===== config.mk =====
export PLATFORM = sky130hd
export DESIGN_NAME = marquee_scroll_offset_top_flat
export DESIGN_NICKNAME = d
export VERILOG_FILES = /design/src/sv/mso_pkg.sv /design/src/sv/mso_intf.sv /design/src/sv/mso_ctrl.sv /design/src/sv/mso_dp.sv /design/src/sv/marquee_scroll_offset_top.sv /design/src/flat_wrapper.sv
export SDC_FILE = /design/constraint.sdc
export NUM_CORES = 1
export LEC_CHECK = 0
export BUFFER_PORTS_ARGS = -buffer_cell sky130_fd_sc_hd__buf_2
export CELL_PAD_IN_SITES_DETAIL_PLACEMENT = 1
export CELL_PAD_IN_SITES_GLOBAL_PLACEMENT = 2
export CORE_MARGIN = 5
export CORE_UTILIZATION = 40
export DETAILED_ROUTE_END_ITERATION = 16
export GPL_TIMING_DRIVEN = 0
export PLACE_DENSITY_LB_ADDON = 0.1
export SYNTH_ARGS = -nofsm -noshare
export SYNTH_HDL_FRONTEND = slang
export SYNTH_SLANG_ARGS = --single-unit

===== constraint.sdc =====
create_clock -name clk_i -period 8.8 [get_ports clk_i]
set_input_delay 0.44 -clock clk_i [delete_from_list [all_inputs] [get_ports clk_i]]
set_output_delay 0.44 -clock clk_i [all_outputs]
set_load 0.02 [all_outputs]

===== src/sv/mso_pkg.sv =====
// Shared types and constants for the marquee scroll offset block.
package mso_pkg;

  localparam int IDENT_W    = 64;
  localparam int TIME_W     = 32;
  localparam int GAP_W      = 8;
  localparam int CFG_IDX_W  = 2;
  localparam int CFG_DATA_W = 32;
  localparam int CNT_W      = 5;   // counts the 32 steps of one divide pass
  localparam int VIEWPORT_RESET = 64;

  typedef enum logic [CFG_IDX_W-1:0] {
    CFG_VIEWPORT = 2'd0,
    CFG_PAUSE    = 2'd1,
    CFG_STEP     = 2'd2,
    CFG_GAP      = 2'd3
  } cfg_reg_e;

  typedef enum logic [4:0] {
    ST_IDLE  = 5'b00001,
    ST_DIV   = 5'b00010,
    ST_LOADM = 5'b00100,
    ST_MOD   = 5'b01000,
    ST_FIN   = 5'b10000
  } ctrl_state_e;

  typedef struct packed {
    logic accept;    // take the query, update identity, load the divider
    logic div_step;  // one shift-subtract step
    logic mod_load;  // reload the divider for the modulo pass
    logic capture;   // load the output register
  } dp_cmd_t;

  typedef struct packed {
    logic active;    // query needs the divide and modulo passes
  } dp_status_t;

endpackage


===== src/sv/mso_intf.sv =====
// Channel interfaces: query input, offset output and register writes.
interface mso_in_if #(
  parameter int PIXEL_BITS = 12
);
  logic                         valid;
  logic                         ready;
  logic [mso_pkg::IDENT_W-1:0]  text_tag;
  logic [PIXEL_BITS-1:0]        text_px;
  logic [mso_pkg::TIME_W-1:0]   now_ms;

  modport source (output valid, text_tag, text_px, now_ms, input ready);
  modport sink (input valid, text_tag, text_px, now_ms, output ready);
  modport monitor (input valid, ready, text_tag, text_px, now_ms);
endinterface

interface mso_out_if #(
  parameter int PIXEL_BITS = 12
);
  logic                valid;
  logic                ready;
  logic [PIXEL_BITS:0] offset;

  modport source (output valid, offset, input ready);
  modport sink (input valid, offset, output ready);
  modport monitor (input valid, ready, offset);
endinterface

interface mso_cfg_if;
  logic                           valid;
  logic                           ready;
  logic [mso_pkg::CFG_IDX_W-1:0]  index;
  logic [mso_pkg::CFG_DATA_W-1:0] data;

  modport source (output valid, index, data, input ready);
  modport sink (input valid, index, data, output ready);
  modport monitor (input valid, ready, index, data);
endinterface


===== src/sv/mso_ctrl.sv =====
// Controller: sequences accept, divide pass, modulo pass and result hand-off.
module mso_ctrl (
  input  logic                clk_i,
  input  logic                rst_ni,
  input  logic                in_valid_i,
  output logic                in_ready_o,
  output logic                out_valid_o,
  input  logic                out_ready_i,
  input  mso_pkg::dp_status_t status_i,
  output mso_pkg::dp_cmd_t    cmd_o
);

  mso_pkg::ctrl_state_e state_q, state_d;
  logic [mso_pkg::CNT_W-1:0] cnt_q, cnt_d;
  logic out_valid_q, out_valid_d;
  logic last_step;
  logic out_free;

  assign last_step = (cnt_q == '1);
  assign out_free  = !out_valid_q || out_ready_i;

  always_comb begin
    state_d = state_q;
    cnt_d   = cnt_q;
    cmd_o   = '0;
    unique case (state_q)
      mso_pkg::ST_IDLE: begin
        if (in_valid_i) begin
          cmd_o.accept = 1'b1;
          cnt_d        = '0;
          state_d      = status_i.active ? mso_pkg::ST_DIV : mso_pkg::ST_FIN;
        end
      end
      mso_pkg::ST_DIV: begin
        cmd_o.div_step = 1'b1;
        cnt_d          = cnt_q + 1'b1;
        if (last_step) state_d = mso_pkg::ST_LOADM;
      end
      mso_pkg::ST_LOADM: begin
        cmd_o.mod_load = 1'b1;
        cnt_d          = '0;
        state_d        = mso_pkg::ST_MOD;
      end
      mso_pkg::ST_MOD: begin
        cmd_o.div_step = 1'b1;
        cnt_d          = cnt_q + 1'b1;
        if (last_step) state_d = mso_pkg::ST_FIN;
      end
      mso_pkg::ST_FIN: begin
        // hold the result until the output register is free
        if (out_free) begin
          cmd_o.capture = 1'b1;
          state_d       = mso_pkg::ST_IDLE;
        end
      end
      default: state_d = mso_pkg::ST_IDLE;
    endcase
  end

  assign out_valid_d = cmd_o.capture ? 1'b1 : (out_ready_i ? 1'b0 : out_valid_q);

  always_ff @(posedge clk_i or negedge rst_ni) begin
    if (!rst_ni) begin
      state_q     <= mso_pkg::ST_IDLE;
      cnt_q       <= '0;
      out_valid_q <= 1'b0;
    end else begin
      state_q     <= state_d;
      cnt_q       <= cnt_d;
      out_valid_q <= out_valid_d;
    end
  end

  assign in_ready_o  = (state_q == mso_pkg::ST_IDLE);
  assign out_valid_o = out_valid_q;

endmodule


===== src/sv/mso_dp.sv =====
// Datapath: registers, identity tracking and a shared shift-subtract divider.
module mso_dp #(
  parameter int PIXEL_BITS = 12
) (
  input  logic                           clk_i,
  input  logic                           rst_ni,
  input  logic [mso_pkg::IDENT_W-1:0]    text_tag_i,
  input  logic [PIXEL_BITS-1:0]          text_px_i,
  input  logic [mso_pkg::TIME_W-1:0]     now_ms_i,
  input  logic                           cfg_write_i,
  input  logic [mso_pkg::CFG_IDX_W-1:0]  cfg_index_i,
  input  logic [mso_pkg::CFG_DATA_W-1:0] cfg_data_i,
  input  mso_pkg::dp_cmd_t               cmd_i,
  output mso_pkg::dp_status_t            status_o,
  output logic [PIXEL_BITS:0]            offset_o
);

  localparam int TW     = mso_pkg::TIME_W;
  localparam int LOOP_W = ((PIXEL_BITS > mso_pkg::GAP_W - 1) ?
                           PIXEL_BITS : mso_pkg::GAP_W - 1) + 1;

  // configuration
  logic [PIXEL_BITS-1:0]         viewport_q;
  logic [TW-1:0]                 pause_q;
  logic [TW-1:0]                 step_q;
  logic [mso_pkg::GAP_W-1:0]     gap_q;

  // query state
  logic                          seen_q;
  logic [mso_pkg::IDENT_W-1:0]   ident_q;
  logic [TW-1:0]                 start_q;

  // divider
  logic [TW-1:0]                 rem_q, quo_q, div_q;
  logic [LOOP_W-1:0]             loop_q;
  logic                          active_q;
  logic [PIXEL_BITS:0]           offset_q;

  logic                          new_ident;
  logic [TW-1:0]                 start_eff, elapsed;
  logic [LOOP_W-1:0]             gap_pos, loop_calc;
  logic [TW:0]                   shifted, diff;
  logic                          active;

  assign new_ident = !seen_q || (ident_q != text_tag_i);
  assign start_eff = new_ident ? now_ms_i : start_q;
  assign elapsed   = now_ms_i - start_eff;

  // negative gap acts as zero
  assign gap_pos   = gap_q[mso_pkg::GAP_W-1] ? '0 :
                     LOOP_W'(gap_q[mso_pkg::GAP_W-2:0]);
  assign loop_calc = LOOP_W'(text_px_i) + gap_pos;

  assign active = (text_px_i > viewport_q) && (step_q != '0) &&
                  (elapsed >= pause_q) && (loop_calc != '0);
  assign status_o.active = active;

  assign shifted = {rem_q, quo_q[TW-1]};
  assign diff    = shifted - {1'b0, div_q};

  always_ff @(posedge clk_i or negedge rst_ni) begin
    if (!rst_ni) begin
      viewport_q <= PIXEL_BITS'(mso_pkg::VIEWPORT_RESET);
      pause_q    <= '0;
      step_q     <= '0;
      gap_q      <= '0;
      seen_q     <= 1'b0;
    end else begin
      if (cfg_write_i) begin
        unique case (mso_pkg::cfg_reg_e'(cfg_index_i))
          mso_pkg::CFG_VIEWPORT: viewport_q <= cfg_data_i[PIXEL_BITS-1:0];
          mso_pkg::CFG_PAUSE:    pause_q    <= cfg_data_i[TW-1:0];
          mso_pkg::CFG_STEP:     step_q     <= cfg_data_i[TW-1:0];
          mso_pkg::CFG_GAP:      gap_q      <= cfg_data_i[mso_pkg::GAP_W-1:0];
          default: ;
        endcase
      end
      if (cmd_i.accept) seen_q <= 1'b1;
    end
  end

  always_ff @(posedge clk_i) begin
    if (cmd_i.accept) begin
      ident_q  <= text_tag_i;
      start_q  <= start_eff;
      quo_q    <= elapsed - pause_q;
      rem_q    <= '0;
      div_q    <= step_q;
      loop_q   <= loop_calc;
      active_q <= active;
    end
    if (cmd_i.div_step) begin
      if (!diff[TW]) begin
        rem_q <= diff[TW-1:0];
        quo_q <= {quo_q[TW-2:0], 1'b1};
      end else begin
        rem_q <= shifted[TW-1:0];
        quo_q <= {quo_q[TW-2:0], 1'b0};
      end
    end
    // quotient stays in quo_q as the dividend of the modulo pass
    if (cmd_i.mod_load) begin
      rem_q <= '0;
      div_q <= TW'(loop_q);
    end
    if (cmd_i.capture) begin
      offset_q <= active_q ? rem_q[PIXEL_BITS:0] : '0;
    end
  end

  assign offset_o = offset_q;

endmodule


===== src/sv/marquee_scroll_offset_top.sv =====
// Top level of the marquee scroll offset block.
// Channels:
//   in_if  : one query per transfer - text tag, text width, time in ms.
//   out_if : one scroll offset per query, in query order.
//   cfg_if : register writes (viewport width, pause, step period, gap);
//            always ready, write only while no query is in flight.
// Sequencing:
//   A query that does not scroll (text fits, step period zero, still in the
//   pause) goes from its transfer straight to the output register load. A
//   scrolling query steps through taking the query, dividing the time past
//   the pause by the step period, reloading the divider, the quotient modulo
//   text width plus gap, and loading the output register. Both passes share
//   one shift-subtract divider and one query is in work at a time, so a new
//   query is taken only after the last one has loaded the output register.
// Stall: a finished offset waits in the output register while the next
//   query is worked; when that one is ready too, hold it and take no further
//   query until the receiver frees the register.
// Reset: registers return to their defaults (viewport 64, rest zero) and no
//   text is recorded, so the first query starts the timing afresh.
module marquee_scroll_offset_top #(
  parameter int PIXEL_BITS = 12
) (
  input logic         clk_i,
  input logic         rst_ni,
  mso_in_if.sink      in_if,
  mso_out_if.source   out_if,
  mso_cfg_if.sink     cfg_if
);

  mso_pkg::dp_cmd_t    cmd;
  mso_pkg::dp_status_t status;
  logic                in_ready;
  logic                out_valid;

  // register writes never stall
  assign cfg_if.ready = 1'b1;
  assign in_if.ready  = in_ready;
  assign out_if.valid = out_valid;

  mso_ctrl u_ctrl (
    .clk_i       (clk_i),
    .rst_ni      (rst_ni),
    .in_valid_i  (in_if.valid),
    .in_ready_o  (in_ready),
    .out_valid_o (out_valid),
    .out_ready_i (out_if.ready),
    .status_i    (status),
    .cmd_o       (cmd)
  );

  mso_dp #(
    .PIXEL_BITS (PIXEL_BITS)
  ) u_dp (
    .clk_i       (clk_i),
    .rst_ni      (rst_ni),
    .text_tag_i  (in_if.text_tag),
    .text_px_i   (in_if.text_px),
    .now_ms_i    (in_if.now_ms),
    .cfg_write_i (cfg_if.valid),
    .cfg_index_i (cfg_if.index),
    .cfg_data_i  (cfg_if.data),
    .cmd_i       (cmd),
    .status_o    (status),
    .offset_o    (out_if.offset)
  );

endmodule


===== src/flat_wrapper.sv =====
// flat-port wrapper written by rule: the top's interface ports become plain ports
module marquee_scroll_offset_top_flat 
#(
  parameter int PIXEL_BITS = 12
)
  (clk_i, rst_ni, in_if_valid, in_if_text_tag, in_if_text_px, in_if_now_ms, in_if_ready, out_if_valid, out_if_offset, out_if_ready, cfg_if_valid, cfg_if_index, cfg_if_data, cfg_if_ready);
  mso_in_if #(.PIXEL_BITS(PIXEL_BITS)) in_if_i ();
  mso_out_if #(.PIXEL_BITS(PIXEL_BITS)) out_if_i ();
  mso_cfg_if cfg_if_i ();
  input logic clk_i;
  input logic rst_ni;
  input wire logic [$bits(in_if_i.valid)-1:0] in_if_valid;
  input wire logic [$bits(in_if_i.text_tag)-1:0] in_if_text_tag;
  input wire logic [$bits(in_if_i.text_px)-1:0] in_if_text_px;
  input wire logic [$bits(in_if_i.now_ms)-1:0] in_if_now_ms;
  output wire logic [$bits(in_if_i.ready)-1:0] in_if_ready;
  output wire logic [$bits(out_if_i.valid)-1:0] out_if_valid;
  output wire logic [$bits(out_if_i.offset)-1:0] out_if_offset;
  input wire logic [$bits(out_if_i.ready)-1:0] out_if_ready;
  input wire logic [$bits(cfg_if_i.valid)-1:0] cfg_if_valid;
  input wire logic [$bits(cfg_if_i.index)-1:0] cfg_if_index;
  input wire logic [$bits(cfg_if_i.data)-1:0] cfg_if_data;
  output wire logic [$bits(cfg_if_i.ready)-1:0] cfg_if_ready;
  assign in_if_i.valid = in_if_valid;
  assign in_if_i.text_tag = in_if_text_tag;
  assign in_if_i.text_px = in_if_text_px;
  assign in_if_i.now_ms = in_if_now_ms;
  assign in_if_ready = in_if_i.ready;
  assign out_if_valid = out_if_i.valid;
  assign out_if_offset = out_if_i.offset;
  assign out_if_i.ready = out_if_ready;
  assign cfg_if_i.valid = cfg_if_valid;
  assign cfg_if_i.index = cfg_if_index;
  assign cfg_if_i.data = cfg_if_data;
  assign cfg_if_ready = cfg_if_i.ready;
  marquee_scroll_offset_top #(.PIXEL_BITS(PIXEL_BITS)) u_core (.clk_i(clk_i), .rst_ni(rst_ni), .in_if(in_if_i), .out_if(out_if_i), .cfg_if(cfg_if_i));
endmodule

==> impl_results.md, run 1 <==
- Status: complete, no violations
- CP arrival: 8.75 ns
- Bufs on Longest Clock Path: 3
- Area of the multi-input gates: 0.00902 mm²
- Starting DRT DRC Count: 639
- Cell taking the most area after synthesis: edfxtp_1
- Fin crit share: 94.4%
- Rows: 78
- Ports: 163
- Fmax achieved: 120 MHz
- Drt pass-1 iters: 4
- Cells after synthesis: 1758
- Synth cell types: 79
- Placer Congestion: 0.859
- Filler Cell Count: 5068
- DP Area: 0.0199 mm²
- Startpoint types: flop
- Latest clock arrival within the worst-skew pair: 0.57 ns
- Total area of sequential cells: 0.00847 mm²
- Minimum clock period: 8.31 ns
- Fraction of layout cells with a size suffix above 1: 17.7%
- Post-synthesis average cell area: 10.4 µm²
- GR Overflow Total: 0
- CP endpoint kind: flop
- Synth top area share: 27.6%
- Post-synthesis cell area: 0.0182 mm²
- Vias per Instance: 5.25
- WL final: 50.6 mm
- Routed WL per cell: 19.5 µm
- Ys flop type: edfxtp_1
- Max stage delay on crit path: 0.57 ns
- Pleak: 8.98 nW
- Number of synthesized flops with an enable pin: 168
- Worst VDD drop: 0.000130 V
- CTS Buf Count: 40
- Number of global-route vias before repair: 14.7k
- Worst-Margin Slew: 1.28 ns
- Final hold violation count: 0
- Power Total: 0.00568 W
- Post-DRT Antenna Nets: 0
- Post-synthesis sequential area ratio: 46.4%
- Worst Hold Class: in2reg
- Final WS setup: 0.490 ns
- Async SR Flop Fraction: 30.5%
- DRC violations left: 0
- Via count: 13.7k
- Port bufs: 161
- Seq cells post-synth: 315
- Final nets: 2228
- DP HPWL: 39.2 mm
- Skew final: 0.0143 ns
- Die Span X: 224 µm
- Hold Slack: 0.0756 ns
- CP Max Fanout: 10
- CTS root buffer: clkbuf_16
- Sink Count: 315
- Synth area leaders: edfxtp_1, dfrtp_1, ha_1
- H-tree levels: 2
- Final Max Slew Viols: 0
- Starting Density: 40.3%
- CORE AREA: 0.0453 mm²
- Most repeated library cell on the critical path: ha_1
- Area Growth Syn to Fin: 16.8%
- Worst-path clk slew: 0.06 ns
- Final setup fails: 0
- Gr usage total: 20.1%
- Setup TNS: 0 ns
- Max Cap Viol: 0
- Syn nets: 2019
- Die Area: 0.0500 mm²
- Slowest CP cell: or4_4
- Largest net degree at the start of global routing: 65
- RSZ-0062 raised after global routing: no
- Worst Path Required: 9.24 ns
- Dpl ws: -0.562 ns
- First-pass GRT wire length: 80.8 mm
- PwrDens: 267 mW/mm²
- CTS tree: done
- Initial antenna violation count: 3
- Design area: 0.0213 mm²
- Critical path type: reg2reg
- Max transition margin: 14.0%
- Yosys warnings: 0
- Die Y: 224 µm
-- timing repair --
item,in CTS,in global routing
hold buffers,1,0
endpoints found under the setup margin,9,7
gates resized for setup,2,4
buffers inserted,0,2
pin swaps,0,2
hold endpoints to repair,31,0
-- sequential cells by signal (all words and copies together) (netlist names) --
| signal | flops |
|---|---|
| u_core.u_dp.gap_q | 8 |
| u_core.u_ctrl.state_q | 5 |
| u_core.u_dp.viewport_q | 12 |
| u_core.u_dp.loop_q | 13 |
| u_core.u_dp.quo_q | 32 |
| u_core.u_dp.ident_q | 64 |
| u_core.u_dp.step_q | 32 |
| u_core.u_dp.offset_o | 13 |
| u_core.u_dp.start_q | 32 |
| u_core.u_dp.rem_q | 32 |
| u_core.u_dp.seen_q | 1 |
| u_core.u_ctrl.cnt_q | 5 |
| u_core.u_dp.pause_q | 32 |
| u_core.u_ctrl.out_valid_o | 1 |
| u_core.u_dp.div_q | 32 |
| u_core.u_dp.active_q | 1 |
-- stage by stage --
stage | instances | utilization [%]
2_1_floorplan | 1758 | -
3_3_place_gp | 2519 | 43.7
3_5_place_dp | 2522 | 43.9
4_1_cts | 2597 | 47.0
5_1_grt | 2601 | 47.1
6_report | 2601 | 47.1
-- kinds of logic after synthesis --
kind of cell	synth area share (%)
xor gates and xnor gates	7.01
adders and majority gates	8.05
other	0.0205
muxes	8.38
AOI/OAI and AO/OA	13.2
DFF	46.4
and+or+nand+nor	12.7
buffers and inverters	4.24
-- final timing paths --
kind / slack, ns / endpoint / depth (start not counted) / from
hold reg to reg: 0.46 / u_core.u_dp.div_q[30] / 2 / u_core.u_dp.div_q[30]
min in group asynchronous: 0.40 / u_core.u_dp.viewport_q[8] / 2 / rst_ni
setup reg to reg: 0.49 / u_core.u_ctrl.state_q[4] / 32 / u_core.u_dp.ident_q[31]
max in group asynchronous: 7.70 / u_core.u_ctrl.state_q[0] / 3 / rst_ni
hold / removal: 0.08 / u_core.u_dp.ident_q[29] / 1 / in_if_text_tag[29]
setup / recovery: 0.49 / u_core.u_ctrl.state_q[4] / 32 / u_core.u_dp.ident_q[31]
-- placed cells by master, fill, tap and decap left out, types with 23 or more instances in the layout --
cell / netlist / final
clkbuf_16: 0 / 43
mux2_2: 94 / 94
xnor2_1: 71 / 71
ha_1: 111 / 111
nand2b_1: 26 / 26
nor2_1: 71 / 71
edfxtp_1: 168 / 168
nand2_1: 147 / 146
nor2b_1: 37 / 37
clkbuf_1: 37 / 38
inv_1: 155 / 155
dfrtp_1: 94 / 94
a21oi_1: 115 / 115
buf_2: 1 / 161
o21ai_0: 112 / 112
nand3_1: 34 / 34
a21o_1: 48 / 48
nor3_1: 23 / 23
xor2_1: 75 / 75
dfxtp_1: 51 / 51
mux2i_1: 47 / 47
nor4_1: 29 / 29
-- power by group --
group / switching, W / internal, W
logic: 0.00106 / 0.000691
registers: 0.000174 / 0.00205
clock network: 0.000686 / 0.00102
-- cells in the mapped netlist (6+ instances only) --
cell type and count:
o22ai_1 6, or4_1 6, nand4_1 20, o21a_1 8
o21bai_1 16, o31ai_1 6, and2_1 16, clkbuf_1 37
xor2_1 75, nand2b_1 26, dfrtp_1 94, o211ai_1 9
nor2_1 71, mux2_2 94, nor4_1 29, inv_1 155
a21o_1 48, o21ai_0 112, dfxtp_1 51, a31oi_1 12
edfxtp_1 168, nor2b_1 37, mux2i_1 47, ha_1 111
and3_1 16, nand3_1 34, nor3_1 23, nand2_1 147
xnor2_1 71, a21oi_1 115, nor3b_1 7
-- layout make-up --
cell class                 count  area share (%)
sequential                   315            39.7
buffer                        46           0.945
clock buffer                  48            5.18
tap                          600            3.52
antenna                        2          0.0235
multi-input combinational   1242            42.3
inverter                     155            2.73
clock inverter                26            1.23
timing repair buffer         167            4.30
-- critical path: cells and delay by family, from the launching register on --
family	cells	cell delay [ns]
AOI/OAI and AO/OA	15	3.36
xor gates and xnor gates	1	0.20
adders and majority gates	4	1.35
buffers and inverters	4	0.81
DFF	1	0.40
and+or+nand+nor	8	2.07
-- layer usage --
layer,track usage (%),vias up,part of all wire [%]
li1,-,6725,-
met1,26.2,6705,45
met2,35.4,164,50
met3,2.96,65,2.9
met4,4.92,0,1.9
met5,0,-,0
Note: power is estimated with default switching activity, not from simulation.
==> run 2, diff against run 1 <==
Settings changed: CORE_MARGIN 5 to not set.
Clock period 8.8 ns to 8.4 ns, I/O delays scaled along.
==> run 2 against run 1 <==
Effect of this change:
- clock-buffer cell count up 9
- setup slack better by 0.096 ns
- register-to-register slack better by 0.096 ns
==> impl_results.md, run 2 (synthesis gave the netlist of run 1 again) <==
- Most repeated library cell on the critical path: a21o_1
- Starting DRT DRC Count: 504 (-21%)
- WL final: 50.0 mm (-1.3%)
- PwrDens: 279 mW/mm² (+4.7%)
- Critical path type: reg2reg
- Worst reg2reg path depth: 33 (+3.1%)
- First-pass GRT wire length: 80.1 mm (-0.86%)
- DRC violations left: 0 (unchanged)
- Bufs and invs on worst path: 5 (+1)
- Worst-path clk slew: 0.06 ns (about the same)
- Post-DRT Antenna Nets: 0 (unchanged)
- WP depth: 33 (+3.1%)
- Bufs on Longest Clock Path: 3 (unchanged)
- Int Pwr: 0.00396 W (+5.4%)
- Die Y: 216 µm (-3.6%)
- Routed WL per cell: 19.3 µm (-0.68%)
- Startpoint types: flop
- Worst Path Required: 8.70 ns (-0.54 ns)
- Final setup fails: 0 (unchanged)
- RSZ-0062 raised after global routing: no
- Fmax achieved: 128 MHz (+6.3%)
- Ports: 163 (unchanged)
- Fraction of layout cells with a size suffix above 1: 17.8% (+0.11 points)
- CTS root buffer: clkbuf_16
- CORE AREA: 0.0446 mm² (-1.5%)
- Die Span X: 216 µm (-3.6%)
- Sw Share: 33.3% (-0.57 points)
- Area Growth Syn to Fin: 16.6%
- Worst-Margin Slew: 1.40 ns (+0.121 ns)
- GR Overflow Total: 0 (unchanged)
- CTS tree: done
- Initial antenna violation count: 2 (-1)
- Final nets: 2223 (-0.22%)
- Commonest cells after routing, fill and taps aside: edfxtp_1, buf_2, inv_1
- Max stage delay on crit path: 0.57 ns (about the same)
- Rows: 77 (-1.3%)
- DP Area: 0.0199 mm² (-0.19%)
- Final core utilization: 47.7% (+0.64 points)
- Pleak: 8.99 nW (about the same)
- Most flop-heavy register: u_core.u_dp.ident_q
- Sink Count: 315 (unchanged)
- Starting Density: 40.9% (+0.61 points)
- Number of global-route vias before repair: 14.7k (+0.31%)
- H-tree levels: 2 (unchanged)
- Minimum clock period: 7.81 ns (-0.496 ns)
- Latest clock arrival within the worst-skew pair: 0.56 ns (about the same)
- CTS Buf Count: 38 (-5.0%)
- Vias per Instance: 5.29 (+0.74%)
- Gr usage total: 21.8% (+1.7 points)
- Max Cap Viol: 0 (unchanged)
- Slowest CP cell: or4_4
- Skew final: 0.0177 ns (+0.00346 ns)
- Status: complete, no violations
- Commonest non-fill, non-tap cell in the layout: edfxtp_1
- Comb pwr share: 30.7% (-0.2 points)
- Design area: 0.0213 mm² (-0.15%)
- Reg power frac: 39.3% (+0.2 points)
- Clk network pwr share: 30.0% (about the same)
- Switching Power: 0.00198 W (+2.8%)
- CP Max Fanout: 10 (unchanged)
- Port bufs: 161 (unchanged)
- Placer Congestion: 0.863 (+0.43%)
- Fin crit share: 93.0% (-1.4 points)
- Max transition margin: 5.93% (-8.1 points)
- Drt pass-1 iters: 4 (unchanged)
- CP arrival: 8.11 ns (-0.64 ns)
- Final Max Slew Viols: 0 (unchanged)
- Family with the most delay on the worst path: compound AO/OA/AOI/OAI gates
- Final hold violation count: 0 (unchanged)
- Worst Hold Class: in2reg
- Largest net degree at the start of global routing: 70 (+7.7%)
- DP HPWL: 38.3 mm (-2.2%)
- Worst VDD drop: 0.000161 V (+24%)
- Hold Path Cell Cnt: 1 (unchanged)
- Number of flip-flops in the largest register: 64 (unchanged)
- CP endpoint kind: flop
- Via count: 13.7k (+0.16%)
- Die Area: 0.0465 mm² (-7.0%)
## run 2: cell types whose count changed in the layout (fill, tap and decap cells not counted), sizes merged
| cell | change |
|---|---|
| clkinvlp | -6 |
| buf | -1 |
| clkbuf | +7 |
| inv | -1 |
| clkinv | -6 |
## run 2: cell type report
cell class | count | area, µm²
diodes | 2 | 5.00
plain buffers | 46 | 209
clock buffers | 57 | 1190
clock inverters | 13 | 171
fillers | 4998 | 23300
inverters | 155 | 582
multi-input cells | 1242 | 9040
flip-flops and latches | 315 | 8470
well taps | 592 | 741
repair buffers | 164 | 873
## run 2: timing repair
action	in CTS	in global routing
gates resized for setup	4	14
hold buffers	1	0
setup buffers	0	0
endpoints found under the setup margin	10	9
pin swaps	0	3
hold endpoints to repair	26	0
## run 2: through the flow
| stage | worst slack, ns | setup TNS, ns | hold slack [ns] | std cells | total power, W |
|---|---|---|---|---|---|
| finish | 0.586 | 0 | 0.0635 | 2586 | 0.00594 |
| global route | 0.0114 | 0 | 0.0467 | 2586 | 0.00630 |
| CTS | 0.103 | 0 | 0.0308 | 2584 | 0.00601 |
| detailed placement | -0.659 | -5.60 | 0.380 | 2513 | 0.00419 |
| global placement | -0.689 | -5.76 | 0.447 | 2511 | 0.00416 |
| floorplan | 1.01 | 0 | 0.124 | 1758 | 0.00363 |
## run 2: worst paths after layout
path                            slack (ns)                    start                         to
worst max-delay path                  0.59  u_core.u_dp.ident_q[18]       u_core.u_dp.active_q
worst min-delay path                  0.06       in_if_text_tag[33]    u_core.u_dp.ident_q[33]
worst max register to register        0.59  u_core.u_dp.ident_q[18]       u_core.u_dp.active_q
worst min register to register        0.45    u_core.u_dp.div_q[30]      u_core.u_dp.div_q[30]
max in group asynchronous             7.35                   rst_ni   u_core.u_ctrl.state_q[0]
min in group asynchronous             0.35                   rst_ni  u_core.u_dp.viewport_q[2]
## run 2: power groups by stage
stage	combinational [W]	sequential (W)	clock, W
final	0.00182	0.00233	0.00178
after global routing	0.00204	0.00238	0.00188
after CTS	0.00184	0.00234	0.00184
after detailed placement	0.00182	0.00236	0
after global placement	0.00177	0.00239	0
after floorplan	0.00130	0.00233	0
## run 2: routing by layer
layer	GRT usage [%]	wire [µm]	vias to the layer above	share of wire, %
li1	-	-	6710	-
met1	27.2	22300	6707	45
met2	38.3	24800	182	50
met3	3.00	1480	82	3.0
met4	7.99	1440	0	2.9
met5	0	0	-	0
## run 2: worst register-to-register path, delay by kind of cell (launching register included)
kind | cells | cell delay (ns)
adder cells (fa/ha/maj) | 4 | 1.28
AO/OA/AOI/OAI | 17 | 3.46
AND/OR/NAND/NOR | 6 | 1.56
buffers and inverters | 5 | 0.70
XOR/XNOR | 1 | 0.19
flip-flops | 1 | 0.39
==> run 3, diff against run 2 <==
Settings changed: CORE_UTILIZATION 40 to 36.
Clock period 8.4 ns to 7 ns, I/O delays scaled along.
==> run 3 against run 2 <==
Effect of this change:
- power is 23% higher
- combinational power is 31% higher
- clock-buffer cell count increased by 4
- critical path depth down 2
- register-to-register slack worse by 0.55 ns
- flip-flop and latch count did not move
- setup slack got worse by 0.55 ns
- core utilization decreased by 2.5 points
- final cell count is 7.2% higher
- global-route usage down 0.74 points
- clock skew grew 0.012 ns
- critical path type unchanged
- highest routed layer unchanged
==> impl_results.md, run 3 (synthesis gave the netlist of run 1 again) <==
- Status: complete, no violations
- DRC violations left: 0 (unchanged)
- Startpoint types: flop
- Switching Power: 0.00248 W (+25%)
- Power Total: 0.00731 W (+23%)
- Fin crit share: 99.5% (+6.5 points)
- Family with the most delay on the worst path: compound AO/OA/AOI/OAI gates
- Comb pwr share: 32.7% (+2.0 points)
- Skew final: 0.0301 ns (+0.0124 ns)
- H-tree levels: 2 (unchanged)
- Worst Hold Class: in2reg
- Die Y: 227 µm (+5.4%)
- Slowest CP cell: or4_4
- Worst Path Required: 7.31 ns (-1.39 ns)
- Die Span X: 227 µm (+5.4%)
- CP arrival: 7.28 ns (-0.83 ns)
- Fmax achieved: 144 MHz (+12%)
- Initial antenna violation count: 2 (unchanged)
- Worst VDD drop: 0.000248 V (+54%)
- Via count: 14.0k (+2.6%)
- Sink Count: 315 (unchanged)
- Post-DRT Antenna Nets: 0 (unchanged)
- Starting Density: 36.4% (-4.5 points)
- Worst-path clk slew: 0.06 ns (about the same)
- Final nets: 2329 (+4.8%)
- Placer Congestion: 0.798 (-7.5%)
- PwrDens: 323 mW/mm² (+16%)
- Max Cap Viol: 0 (unchanged)
- Sw Share: 33.9% (+0.63 points)
- Bufs on Longest Clock Path: 3 (unchanged)
- CP Max Fanout: 6 (-4)
- Number of flip-flops in the largest register: 64 (unchanged)
- Final hold violation count: 0 (unchanged)
- Latest clock arrival within the worst-skew pair: 0.57 ns (about the same)
- Most flop-heavy register: u_core.u_dp.ident_q
- Total area of sequential cells: 0.00847 mm² (unchanged)
- CTS root buffer: clkbuf_16
- GR Overflow Total: 0 (unchanged)
- Routed WL per cell: 19.1 µm (-1.4%)
- CTS Buf Count: 40 (+5.3%)
- First-pass GRT wire length: 84.2 mm (+5.1%)
- Commonest non-fill, non-tap cell in the layout: edfxtp_1
- RSZ-0062 raised after global routing: yes
- Pleak: 9.50 nW (+5.7%)
- CP endpoint kind: flop
- Largest net degree at the start of global routing: 68 (-2.9%)
- Crit path from: u_core.u_dp.ident_q[9]
- Area Growth Syn to Fin: 24.0%
- Bufs and invs on worst path: 5 (unchanged)
- Fraction of layout cells with a size suffix above 1: 20.8% (+3.0 points)
- Starting DRT DRC Count: 600 (+19%)
- Vias per Instance: 5.06 (-4.3%)
- Critical path type: reg2reg
- Number of global-route vias before repair: 15.1k (+2.9%)
- Hold_sp: cfg_if_data[25]
- DP HPWL: 39.7 mm (+3.7%)
- Port bufs: 161 (unchanged)
- Drt pass-1 iters: 4 (unchanged)
- Rows: 82 (+6.5%)
- Placed Instances: 2594 (+3.2%)
- CTS tree: done
- Area of the multi-input gates: 0.00931 mm² (+3.0%)
- Int Pwr: 0.00483 W (+22%)
- Final setup fails: 0 (unchanged)
- CORE AREA: 0.0501 mm² (+12%)
- Final Max Slew Viols: 0 (unchanged)
- Layout Cells excl Fill: 2773 (+7.2%)
- Filler Cell Count: 5639 (+13%)
- Commonest cells after routing, fill and taps aside: edfxtp_1, buf_2, inv_1
- Reg power frac: 38.2% (-1.1 points)
- Clk network pwr share: 29.0% (-1.0 points)
- WL final: 52.8 mm (+5.8%)
- Max stage delay on crit path: 0.56 ns (about the same)
- Gr usage total: 21.1% (-0.74 points)
- Die Area: 0.0516 mm² (+11%)
- Setup TNS: 0 ns (unchanged)
- Max transition margin: 5.86% (-0.074 points)
- Minimum clock period: 6.96 ns (-0.850 ns)
- Worst-Margin Slew: 1.40 ns (+0.00110 ns)
- Reg2Reg Launch Point: u_core.u_dp.ident_q[9]
- Ports: 163 (unchanged)
run 3: cell types whose count changed in the layout (fill, tap and decap cells not counted), sizes merged, moves of 2 or more:
cell / before / now
buf: 174 / 214
clkbuf: 92 / 96
clkinvlp: 0 / 2
bufinv: 4 / 2
dlygate4sd3: 1 / 65
run 3: timing repair:
item / CTS / global route
gates resized for setup: 53 / 32
hold buffers: 65 / 0
setup buffers: 35 / 6
endpoints found under the hold margin: 93 / 0
pin swaps: 37 / 17
endpoints found under the setup margin: 23 / 13
run 3: stage by stage:
step / setup WS [ns] / util [%] / hold WS [ns] / area, µm²
6_report: 0.0360 / 45.2 / 0.0388 / 22600
5_1_grt: -0.305 / 45.2 / 0.0200 / 22600
4_1_cts: -0.0826 / 44.9 / 0.00157 / 22500
3_5_place_dp: -1.63 / 39.9 / 0.323 / 20000
3_3_place_gp: -1.55 / 39.8 / 0.444 / 19900
2_1_floorplan: 0.00707 / - / 0.0544 / 18300
run 3: power by group through the flow:
stage          sequential (W)  clock [W]  combinational [W]
2_1_floorplan         0.00279          0            0.00156
6_report              0.00279    0.00212            0.00239
3_3_place_gp          0.00287          0            0.00215
4_1_cts               0.00280    0.00219            0.00236
5_1_grt               0.00286    0.00225            0.00267
3_5_place_dp          0.00283          0            0.00223
run 3: final cells by class:
| cell class | count | area share, % |
|---|---|---|
| Antenna cell | 1 | 0.0111 |
| Buffer | 44 | 0.967 |
| Clock buffer | 61 | 5.36 |
| Clock inverter | 13 | 0.603 |
| Inverter | 155 | 2.57 |
| Multi-Input combinational cell | 1242 | 41.1 |
| Sequential cell | 315 | 37.4 |
| Tap cell | 672 | 3.72 |
| Timing Repair Buffer | 270 | 8.20 |
run 3: path summary, 6_finish.rpt:
| kind | end | slack (ns) | cells past startpoint |
|---|---|---|---|
| worst min-delay path | u_core.u_dp.step_q[25] | 0.04 | 2 |
| max in group asynchronous | u_core.u_dp.viewport_q[6] | 5.97 | 3 |
| worst max-delay path | u_core.u_dp.active_q | 0.04 | 31 |
| min in group asynchronous | u_core.u_dp.step_q[19] | 0.28 | 2 |
| worst min register to register | u_core.u_dp.div_q[26] | 0.45 | 2 |
| worst max register to register | u_core.u_dp.active_q | 0.04 | 31 |
run 3: layer usage:
metal  up-vias  wire (µm)  track usage (%)  share of wire (%)
met4         0       1170             5.28                2.2
li1       6926          -                -                  -
met1      6877      24100             27.0                 46
met2       171      26100             36.9                 49
met3        69       1570             3.20                3.0
met5         -          0                0                  0
